--- src/hdl/imq_pkg.sv ---
// ----------------------------------------------------------------------------
// imq_pkg: shared types and constants for the int8 MAC and requantiser
// Holds the register map, the configuration record and the command and
// status records that pass between the controller and the datapath.
// ----------------------------------------------------------------------------
`default_nettype none

package imq_pkg;

   localparam int CSR_INDEX_W = 3;
   localparam int CSR_DATA_W  = 32;

   // Register map
   localparam logic [CSR_INDEX_W-1:0] CSR_ACT_OFFSET  = 3'd0;
   localparam logic [CSR_INDEX_W-1:0] CSR_WGT_OFFSET  = 3'd1;
   localparam logic [CSR_INDEX_W-1:0] CSR_RES_OFFSET  = 3'd2;
   localparam logic [CSR_INDEX_W-1:0] CSR_SCALE_MULT  = 3'd3;
   localparam logic [CSR_INDEX_W-1:0] CSR_SCALE_SHIFT = 3'd4;
   localparam logic [CSR_INDEX_W-1:0] CSR_CLAMP_LOW   = 3'd5;
   localparam logic [CSR_INDEX_W-1:0] CSR_CLAMP_HIGH  = 3'd6;

   // Reset values
   localparam logic [30:0] SCALE_MULT_RESET = 31'h4000_0000;
   localparam logic [7:0]  CLAMP_LOW_RESET  = 8'h80;
   localparam logic [7:0]  CLAMP_HIGH_RESET = 8'h7F;

   // Round-half-up constant for the Q0.31 product, and its binary point.
   localparam logic [63:0] Q31_ROUND = 64'h0000_0000_4000_0000;
   localparam int          Q31_LSB   = 31;

   typedef struct packed {
      logic [8:0]  act_offset;
      logic [8:0]  wgt_offset;
      logic [7:0]  res_offset;
      logic [30:0] scale_mult;
      logic [5:0]  scale_shift;
      logic [7:0]  clamp_low;
      logic [7:0]  clamp_high;
   } cfg_type;

   typedef struct packed {
      logic capture;
      logic acc_en;
      logic qmul_en;
      logic qrnd_en;
      logic qshf_en;
      logic qofs_en;
      logic out_en;
   } cmd_type;

   typedef struct packed {
      logic last;
   } sts_type;

   typedef enum logic [2:0] {
      ST_IDLE,
      ST_ACC,
      ST_QMUL,
      ST_QRND,
      ST_QSHF,
      ST_QOFS,
      ST_QOUT
   } state_type;

endpackage

`default_nettype wire

--- src/hdl/imq_csr.sv ---
// ----------------------------------------------------------------------------
// imq_csr: configuration register file
// Seven registers written through the register channel, always ready.
// ----------------------------------------------------------------------------
`default_nettype none

module imq_csr (
   input  wire logic                            clock,
   input  wire logic                            reset,
   input  wire logic                            csr_valid,
   output logic                                 csr_ready,
   input  wire logic [imq_pkg::CSR_INDEX_W-1:0] csr_index,
   input  wire logic [imq_pkg::CSR_DATA_W-1:0]  csr_data,
   output imq_pkg::cfg_type                     cfg
);

   imq_pkg::cfg_type cfg_ff;
   imq_pkg::cfg_type cfg_in;

   assign csr_ready = 1'b1;
   assign cfg       = cfg_ff;

   always_comb begin
      cfg_in = cfg_ff;
      if (csr_valid) begin
         unique case (csr_index)
            imq_pkg::CSR_ACT_OFFSET:  cfg_in.act_offset  = csr_data[8:0];
            imq_pkg::CSR_WGT_OFFSET:  cfg_in.wgt_offset  = csr_data[8:0];
            imq_pkg::CSR_RES_OFFSET:  cfg_in.res_offset  = csr_data[7:0];
            imq_pkg::CSR_SCALE_MULT:  cfg_in.scale_mult  = csr_data[30:0];
            imq_pkg::CSR_SCALE_SHIFT: cfg_in.scale_shift = csr_data[5:0];
            imq_pkg::CSR_CLAMP_LOW:   cfg_in.clamp_low   = csr_data[7:0];
            imq_pkg::CSR_CLAMP_HIGH:  cfg_in.clamp_high  = csr_data[7:0];
            default:                  cfg_in = cfg_ff;
         endcase
      end
   end

   always_ff @(posedge clock) begin
      if (reset) begin
         cfg_ff.act_offset  <= '0;
         cfg_ff.wgt_offset  <= '0;
         cfg_ff.res_offset  <= '0;
         cfg_ff.scale_mult  <= imq_pkg::SCALE_MULT_RESET;
         cfg_ff.scale_shift <= '0;
         cfg_ff.clamp_low   <= imq_pkg::CLAMP_LOW_RESET;
         cfg_ff.clamp_high  <= imq_pkg::CLAMP_HIGH_RESET;
      end else begin
         cfg_ff <= cfg_in;
      end
   end

endmodule

`default_nettype wire

--- config.mk ---
export PLATFORM = sky130hd
export DESIGN_NAME = imq_csr
export DESIGN_NICKNAME = d
export VERILOG_FILES = /design/src/hdl/imq_pkg.sv /design/src/hdl/imq_csr.sv
export SDC_FILE = /design/constraint.sdc
export NUM_CORES = 1
export LEC_CHECK = 0
export BUFFER_PORTS_ARGS = -buffer_cell sky130_fd_sc_hd__buf_4
export CAP_MARGIN = 25
export CORE_UTILIZATION = 40
export CTS_CLUSTER_SIZE = 20
export DETAILED_ROUTE_END_ITERATION = 7
export PLACE_DENSITY = 0.78
export SLEW_MARGIN = 20
export SYNTH_ARGS = -nofsm -noshare
export SYNTH_HDL_FRONTEND = slang
export SYNTH_SLANG_ARGS = --single-unit
export TNS_END_PERCENT = 5
--- constraint.sdc ---
create_clock -name clock -period 1.5 [get_ports clock]
set_clock_uncertainty 0.1 [all_clocks]
set_input_delay 0.15 -clock clock [delete_from_list [all_inputs] [get_ports clock]]
set_output_delay 0.15 -clock clock [all_outputs]
set_load 0.01 [all_outputs]
==> run_results.csv <==
group,metric,value,unit
sta,tns,0,ns
drt,dr.first_iter.drc_count,86,
sta,setup_slack,0.400,ns
logic_synthesis,synth_cells,312,
sta,maxSlewViolCount,0,
finish,largest_reg_flops,79,
logic_synthesis,ys_ff_latch,79,
critical_path,crit_family,"buffers and inverters",
drt,highest_layer,"met4",
placed_design,dp_hpwl,5230,um
clocking,clock_latency,0.33,ns
grt,antenna_found_initial,0,
finish,fillCellCount,675,
drt,drt_first_pass_iters,4,
critical_path,worst_setup_path_start_kind,"input port",
sta,period_share,0.733,
die,die-area,0.00860,mm2
drt,wl_per_cell,13.9,um
finish,drive_gt1_frac,0.312,
clocking,clkSlewWorstSetupHoldPaths,0.08,ns
drt,via_count,2600,
grt,grt_pass1_wl,12200,um
placed_design,port_buffers,115,
die,start_util,0.420,
finish,num-nets-final,492,
clocking,clockBufferDepth,2,
die,rows,32,
finish,register_area,0.00158,mm2
finish,antenna_cells,0,
die,dieHeight,92.7,um
power,powerDensity,847,mW/mm2
sta,clock.fmax,0.909,GHz
sta,timing.final.crit_period,1.10,ns
finish,multiInputGateArea,0.00159,mm2
sta,holdWs,0.00630,ns
critical_path,critPathKind,"in -> reg",
logic_synthesis,ys_types,14,
outcome,status,"finished, final reports clean",
clocking,cts_buffers,9,
logic_synthesis,syn_area,0.00329,mm2
critical_path,endpoint_kind,"flop",
clocking,clkSinkCount,79,
drt,wl_met2,3760,um
grt,grtUsageTotal,0.186,
drt,ant_nets,0,
power,irDropWorstVdd,0.400,mV
finish,fin_cells,560,
critical_path,cpPeakStageDelay,0.54,ns
critical_path,critical_path_buf_inv_count,2,
worst_hold_path,min_path_type,"in -> reg",
die,core_area,0.00785,mm2
finish,area_growth,43.2,%
power,p_leak,2.18,nW
logic_synthesis,avgSynthCellArea,10.6,um2
grt,grt-ovfl-total,0,
sta,rsz0062_at_grt,"false",
placed_design,gp_congestion,0.713,
logic_synthesis,yosys_warnings,0,
drt,wl,7770,um
clocking,cts-htree-levels,3,
die,io_pins,118,
flow_run,maxCapViolations,0,
critical_path,cp_data_required_time,1.61,ns
drt,dr_wl_met3,320,um
drt,m1WireLength,3510,um
critical_path,arrival,1.21,ns
clocking,cts_setup_buffers,0,
drt,drc,0,
logic_synthesis,yosysSeqAreaShare,0.480,
critical_path,crit_fanout,5,
die,die_w,92.7,um
sta,finalSetupViolCount,0,
critical_path,crit_slowest_cell,"dlygate4sd3_1",
critical_path,crit_chain,"dlygate4sd3_1 -> buf_4 -> nand2b_1 -> mux2i_1",
clocking,cts_root_buf,"clkbuf_8",
logic_synthesis,synth_fp_nets,350,
clocking,cts_tree,"done",
placed_design,place_inst,517,
placed_design,dpl_worst_slack,0.112,ns
drt,vias_per_cell,4.64,
grt,grt_start_max_net_pins,39,
sta,finalHoldViolations,0,
grt,grt_pass1_vias,2570,
[through the flow]
step           area, um2   util  total power [mW]
3_3_place_gp        4270  0.544              2.62
2_1_floorplan       3290      -              2.43
6_report            4710  0.601              3.99
5_1_grt             4710  0.601              4.19
3_5_place_dp        4270  0.544              2.63
4_1_cts             4710  0.601              4.03
[layout by cell type (no fill, tap or decap)]
cell	count
buf_12	1
clkbuf_8	9
clkinvlp_4	2
clkinv_4	1
or4b_1	1
nand4bb_1	3
conb_1	1
dfxtp_1	79
clkinv_2	3
nor4bb_1	2
and4b_1	2
dlygate4sd3_1	28
buf_4	127
nand4b_1	2
nor2_1	18
mux2i_1	79
nand2b_1	100
[cells by family (layout without fill, tap and decap cells)]
group                  after synthesis  after routing  synth area share
and+or+nand+nor                    128            128             0.241
buffers and inverters               25            171            0.0372
muxes                               79             79             0.240
DFF                                 79             79             0.480
other                                1              1           0.00114
[repair_timing]
item	4_1_cts	5_1_grt
resized for setup	0	0
hold buffers	28	0
endpoints found under the hold margin	28	0
endpoints found under the setup margin	0	0
[layout make-up]
type,count,share of cell area
multi-input cells,208,0.337
flip-flops and latches,79,0.335
repair buffers,156,0.266
well taps,102,0.0271
clock buffers,9,0.0263
clock inverters,6,0.00823
[worst register-to-register path, cell delays in order (launching register included)]
cell and delay (ns):
dfxtp_1 0.36, nor2_1 0.06, mux2i_1 0.17
[cell usage after synthesis]
master     number  area (um2)
and4b_1         2        20.0
buf_2           8        40.0
buf_4           3        22.5
buf_6           1        11.3
clkbuf_1       13        48.8
conb_1          1        3.75
dfxtp_1        79        1580
mux2i_1        79         791
nand2b_1      100         626
nand4b_1        2        17.5
nand4bb_1       3        33.8
nor2_1         18        67.6
nor4bb_1        2        20.0
or4b_1          1        10.0
[metal layers]
layer  GRT usage  vias to the layer above
li1            -                     1308
met1       0.221                     1202
met2       0.317                       74
met3      0.0394                       16
met4      0.0885                        0
met5           0                        -
[path summary, 6_finish.rpt]
check / from / end / slack (ns) / cells after the start
worst min-delay path: csr_data[5] / cfg[5] / 0.006 / 3
worst max register to register: cfg[4] / cfg[4] / 0.74 / 2
worst max-delay path: csr_data[6] / cfg[59] / 0.40 / 4
worst min register to register: cfg[29] / cfg[29] / 0.38 / 2
[report_power, final]
group	internal, mW	switching (mW)	leakage, nW
logic	0.277	0.198	1.46
clock network	0.585	0.766	0.0809
registers	2.14	0.0265	0.640
total	3.00	0.990	2.18
No activity file was read; power rests on OpenSTA's default activity.
