[config.mk]
export PLATFORM = sky130hd
export DESIGN_NAME = imq_ctrl
export DESIGN_NICKNAME = d
export VERILOG_FILES = /design/src/hdl/imq_pkg.sv /design/src/hdl/imq_ctrl.sv
export SDC_FILE = /design/constraint.sdc
export NUM_CORES = 1
export LEC_CHECK = 0
export BUFFER_PORTS_ARGS = -buffer_cell sky130_fd_sc_hd__buf_2
export CAP_MARGIN = 15
export CORE_AREA = 2 2 39 41
export DETAILED_ROUTE_END_ITERATION = 10
export DIE_AREA = 0 0 41 43
export MAX_ROUTING_LAYER = met4
export PLACE_DENSITY = 0.45
export SETUP_SLACK_MARGIN = 0.5
export SLEW_MARGIN = 0
export SYNTH_ARGS = -nofsm -noshare
export SYNTH_HDL_FRONTEND = slang
export SYNTH_SLANG_ARGS = --single-unit
[constraint.sdc]
create_clock -name clock -period 1.4 [get_ports clock]
set_input_delay 0.07 -clock clock [delete_from_list [all_inputs] [get_ports clock]]
set_output_delay 0.07 -clock clock [all_outputs]
set_load 0.05 [all_outputs]
[src/hdl/imq_pkg.sv]
// ----------------------------------------------------------------------------
// imq_pkg: shared types and constants for the int8 MAC and requantiser
// Holds the register map, the configuration record and the command and
// status records that pass between the controller and the datapath.
// ----------------------------------------------------------------------------
`default_nettype none

package imq_pkg;

   localparam int CSR_INDEX_W = 3;
   localparam int CSR_DATA_W  = 32;

   // Register map
   localparam logic [CSR_INDEX_W-1:0] CSR_ACT_OFFSET  = 3'd0;
   localparam logic [CSR_INDEX_W-1:0] CSR_WGT_OFFSET  = 3'd1;
   localparam logic [CSR_INDEX_W-1:0] CSR_RES_OFFSET  = 3'd2;
   localparam logic [CSR_INDEX_W-1:0] CSR_SCALE_MULT  = 3'd3;
   localparam logic [CSR_INDEX_W-1:0] CSR_SCALE_SHIFT = 3'd4;
   localparam logic [CSR_INDEX_W-1:0] CSR_CLAMP_LOW   = 3'd5;
   localparam logic [CSR_INDEX_W-1:0] CSR_CLAMP_HIGH  = 3'd6;

   // Reset values
   localparam logic [30:0] SCALE_MULT_RESET = 31'h4000_0000;
   localparam logic [7:0]  CLAMP_LOW_RESET  = 8'h80;
   localparam logic [7:0]  CLAMP_HIGH_RESET = 8'h7F;

   // Round-half-up constant for the Q0.31 product, and its binary point.
   localparam logic [63:0] Q31_ROUND = 64'h0000_0000_4000_0000;
   localparam int          Q31_LSB   = 31;

   typedef struct packed {
      logic [8:0]  act_offset;
      logic [8:0]  wgt_offset;
      logic [7:0]  res_offset;
      logic [30:0] scale_mult;
      logic [5:0]  scale_shift;
      logic [7:0]  clamp_low;
      logic [7:0]  clamp_high;
   } cfg_type;

   typedef struct packed {
      logic capture;
      logic acc_en;
      logic qmul_en;
      logic qrnd_en;
      logic qshf_en;
      logic qofs_en;
      logic out_en;
   } cmd_type;

   typedef struct packed {
      logic last;
   } sts_type;

   typedef enum logic [2:0] {
      ST_IDLE,
      ST_ACC,
      ST_QMUL,
      ST_QRND,
      ST_QSHF,
      ST_QOFS,
      ST_QOUT
   } state_type;

endpackage

`default_nettype wire

[src/hdl/imq_ctrl.sv]
// ----------------------------------------------------------------------------
// imq_ctrl: sequencer for the int8 MAC and requantiser
// Steps each word through accumulate and, on the last word, the requantise
// stages; owns the response valid flag.
// ----------------------------------------------------------------------------
`default_nettype none

module imq_ctrl (
   input  wire logic              clock,
   input  wire logic              reset,
   input  wire logic              req_valid,
   output logic                   req_ready,
   output logic                   rsp_valid,
   input  wire logic              rsp_ready,
   output imq_pkg::cmd_type       cmd,
   input  wire imq_pkg::sts_type  sts
);

   imq_pkg::state_type state_ff;
   imq_pkg::state_type state_in;
   logic               rsp_valid_ff;
   logic               rsp_valid_in;

   assign rsp_valid = rsp_valid_ff;

   always_ff @(posedge clock) begin
      if (reset) begin
         state_ff     <= imq_pkg::ST_IDLE;
         rsp_valid_ff <= 1'b0;
      end else begin
         state_ff     <= state_in;
         rsp_valid_ff <= rsp_valid_in;
      end
   end

   always_comb begin
      state_in  = state_ff;
      cmd       = '0;
      req_ready = 1'b0;
      unique case (state_ff)
         imq_pkg::ST_IDLE: begin
            req_ready = 1'b1;
            if (req_valid) begin
               cmd.capture = 1'b1;
               state_in    = imq_pkg::ST_ACC;
            end
         end
         imq_pkg::ST_ACC: begin
            cmd.acc_en = 1'b1;
            state_in   = sts.last ? imq_pkg::ST_QMUL : imq_pkg::ST_IDLE;
         end
         imq_pkg::ST_QMUL: begin
            cmd.qmul_en = 1'b1;
            state_in    = imq_pkg::ST_QRND;
         end
         imq_pkg::ST_QRND: begin
            cmd.qrnd_en = 1'b1;
            state_in    = imq_pkg::ST_QSHF;
         end
         imq_pkg::ST_QSHF: begin
            cmd.qshf_en = 1'b1;
            state_in    = imq_pkg::ST_QOFS;
         end
         imq_pkg::ST_QOFS: begin
            cmd.qofs_en = 1'b1;
            state_in    = imq_pkg::ST_QOUT;
         end
         imq_pkg::ST_QOUT: begin
            // Wait here until the output register is free to take the word.
            if (!rsp_valid_ff || rsp_ready) begin
               cmd.out_en = 1'b1;
               state_in   = imq_pkg::ST_IDLE;
            end
         end
         default: begin
            state_in = imq_pkg::ST_IDLE;
         end
      endcase

      if (cmd.out_en) begin
         rsp_valid_in = 1'b1;
      end else if (rsp_ready) begin
         rsp_valid_in = 1'b0;
      end else begin
         rsp_valid_in = rsp_valid_ff;
      end
   end

   // A result never overwrites one that is still waiting.
   a_no_overwrite: assert property (@(posedge clock) disable iff (reset)
      cmd.out_en |-> (!rsp_valid_ff || rsp_ready))
      else $error("result loaded over a waiting response");

   a_out_shown: assert property (@(posedge clock) disable iff (reset)
      cmd.out_en |=> rsp_valid_ff)
      else $error("loaded result not presented");

   a_plain_word: assert property (@(posedge clock) disable iff (reset)
      (state_ff == imq_pkg::ST_ACC && !sts.last) |=> (state_ff == imq_pkg::ST_IDLE))
      else $error("non-final word entered the requantise stages");

   a_ready_idle: assert property (@(posedge clock) disable iff (reset)
      req_ready |-> (state_ff == imq_pkg::ST_IDLE && !cmd.acc_en))
      else $error("request accepted while a word is in flight");

endmodule

`default_nettype wire
==> results.md <==
* Cells after DPL at 57
* CTS buffer count at 3
* Io pins at 14
* GRT Overall Usage at 13.8%
* Worst Path Required at 1330 ps
* CP endpoint kind: output port
* Post-cts hold buffer count at 0
* Startpoint Class: register
* Residual DRC at 0
* Worst VDD drop at 0.520 mV
* Largest net degree at the start of global routing at 12
* Most frequent cells in the layout: buf_6, buf_4, buf_2, dfxtp_4
* Hold crit path type: input pin to register
* Cells on worst reg2reg path at 3
* RSZ-0062 raised after global routing: yes
* Full die area at 1760 µm²
* CTS tree: done
* Max Buffers Root-to-Sink at 2
* Final HPWL DP at 452 µm
* Sequential fraction of the synthesis area at 35.2%
* Post-synth top area cell: dfxtp_1
* Syn Inst Count at 30
* Clk slew on worst S/H paths at 40 ps
* Htree depth at 1
* M3 GR Usage at 3.14%
* DR vias/cell at 4.54
* Share of layout cells above drive strength 1 at 86.7%
* Pleak at 0.266 nW
* Net count, final at 66
* Final WS setup at 59.9 ps
* Maximum clock frequency at 746 MHz
* Power Density at 979 nW/µm²
* Actual slew at the worst max-slew pin at 283 ps
* Finished Layout Cells at 76
* Tmin final at 1340 ps
* GRT met2 Usage at 20.3%
* Critical path type: register to output port
* Worst EP arrival at 1270 ps
* Clock Latency Late Sink at 240 ps
* Clk root buf: clkbuf_4
* Area grow syn2layout at 197%
* First-pass GRT wire length at 1560 µm
* Tcrit/Tclk final at 95.7%
* Setup WS pre-CTS at 153 ps
* Layout fillers at 130
* Gpl congestion at 0.735
* Remaining global-route overflow at 0
* I/O Buffers at 13
* Detailed Route Iter0 Violations at 4
* Max Cap Viol at 0
* Crit Path Max Fanout at 4
* DR pass1 iterations at 4
* Die outline height at 43 µm
* Area contributors post-synth: dfxtp_1, nor3_1, nor2_1
* Clock sinks at 4
* Relative slew slack at 81.0%
* Vias in the first global route at 343
* Syn. warnings at 0
* Row cnt at 14
* Final clock skew at 3.09 ps
* Antenna-violating nets left at 0
* Final wirelength at 1020 µm
* Antenna violations before repair at 0
* Routed len/inst at 13.4 µm
* Die extent in x at 41 µm
* Busiest grt layer: met2
* Final antenna diode count at 0
* Commonest non-fill, non-tap cell in the layout: buf_6
* Fin. Hold Viols at 0
* Initial Utilization at 16.5%
* Post-synth cell types at 20
* Top-area cell type share of the netlist area at 35.2%
* Avg Inst Size Synth at 7.59 µm²
* Cell area after synthesis at 228 µm²
* Mapped Nets at 35
* Placeable Area at 1380 µm²
* Hold depth at 2
* Met1 Use GR at 16.3%
* Status: complete, no violations
* Setup Viol. Count Final at 0
* Setup TNS at 0 ps
* Final Max Tran Viols at 0
* Via count at 345
* Yosys reg bits at 4
==> worst paths after layout <==
path,endpoint,slack (ps),start
worst max-delay path,cmd[3],60,state_ff[1]
worst max register to register,state_ff[2],350,state_ff[1]
worst min-delay path,rsp_valid,80,reset
worst min register to register,rsp_valid,530,rsp_valid
==> layer usage <==
| metal | up-vias | part of all wire (%) |
|---|---|---|
| li1 | 164 | - |
| met1 | 166 | 36 |
| met2 | 15 | 60 |
| met3 | 0 | 4.3 |
| met4 | 0 | 0 |
| met5 | - | 0 |
==> metrics by stage <==
| stage | instance area, µm² | hold WS (ps) | power (W) | utilization [%] |
|---|---|---|---|---|
| CTS | 547 | 41.2 | 0.000591 | 39.5 |
| detailed placement | 354 | 279 | 0.000315 | 25.6 |
| global route | 676 | 66.6 | 0.000696 | 48.8 |
| global placement | 354 | 281 | 0.000317 | 25.6 |
| floorplan | 292 | 129 | 0.000284 | - |
| finish | 676 | 76.7 | 0.000662 | 48.8 |
==> what timing repair did <==
action / CTS / global route
gates cloned: 0 / 0
endpoints found under the setup margin: 13 / 11
pin swaps: 4 / 8
resized for setup: 29 / 22
buffers inserted: 9 / 6
==> power by group <==
group          switching (W)  internal, W  leakage (nW)  total, W
Sequential         0.0000209     0.000123        0.0356  0.000144
Clock              0.0000579     0.000108        0.0150  0.000166
Combinational       0.000183     0.000169         0.216  0.000353
==> cell type report <==
cell class                 instances  area (µm²)  share of cell area (%)
timing repair buffer              28         268                    39.6
clock buffer                       4        26.3                    3.89
tap                               16        20.0                    2.96
inverter                           3        25.0                    3.70
sequential                         4        95.1                    14.1
multi-input combinational         21         241                    35.7
==> registers in the layout (all words and copies together), names as in the netlist <==
name,count
rsp_valid,1
state_ff,3
==> worst max-delay path: stages, from the launching register on <==
cell	delay, ps
dfxtp_4	380
inv_6	30
or3_4	390
clkinvlp_4	80
buf_8	130
==> logic make-up (layout without fill, tap and decap cells) <==
family	after synthesis	after routing	synth area share, %
buffers and inverters	5	35	10.4
AND/OR/NAND/NOR	15	15	36.8
AO/OA/AOI/OAI	6	6	17.6
flip-flops	4	4	35.2
==> synth_stat cells <==
master	n
a211oi_1	1
nand3_1	2
o21a_1	1
inv_1	1
dfxtp_1	4
buf_4	1
nand2b_1	1
nor4_1	1
nand2_1	1
nor2b_1	1
nor3_1	3
a2111oi_0	1
a21oi_1	2
or3_4	1
and2_1	1
nor3b_1	1
inv_2	2
nor2_1	3
buf_2	1
a31oi_1	1
No activity file was read; power rests on OpenSTA's default activity.
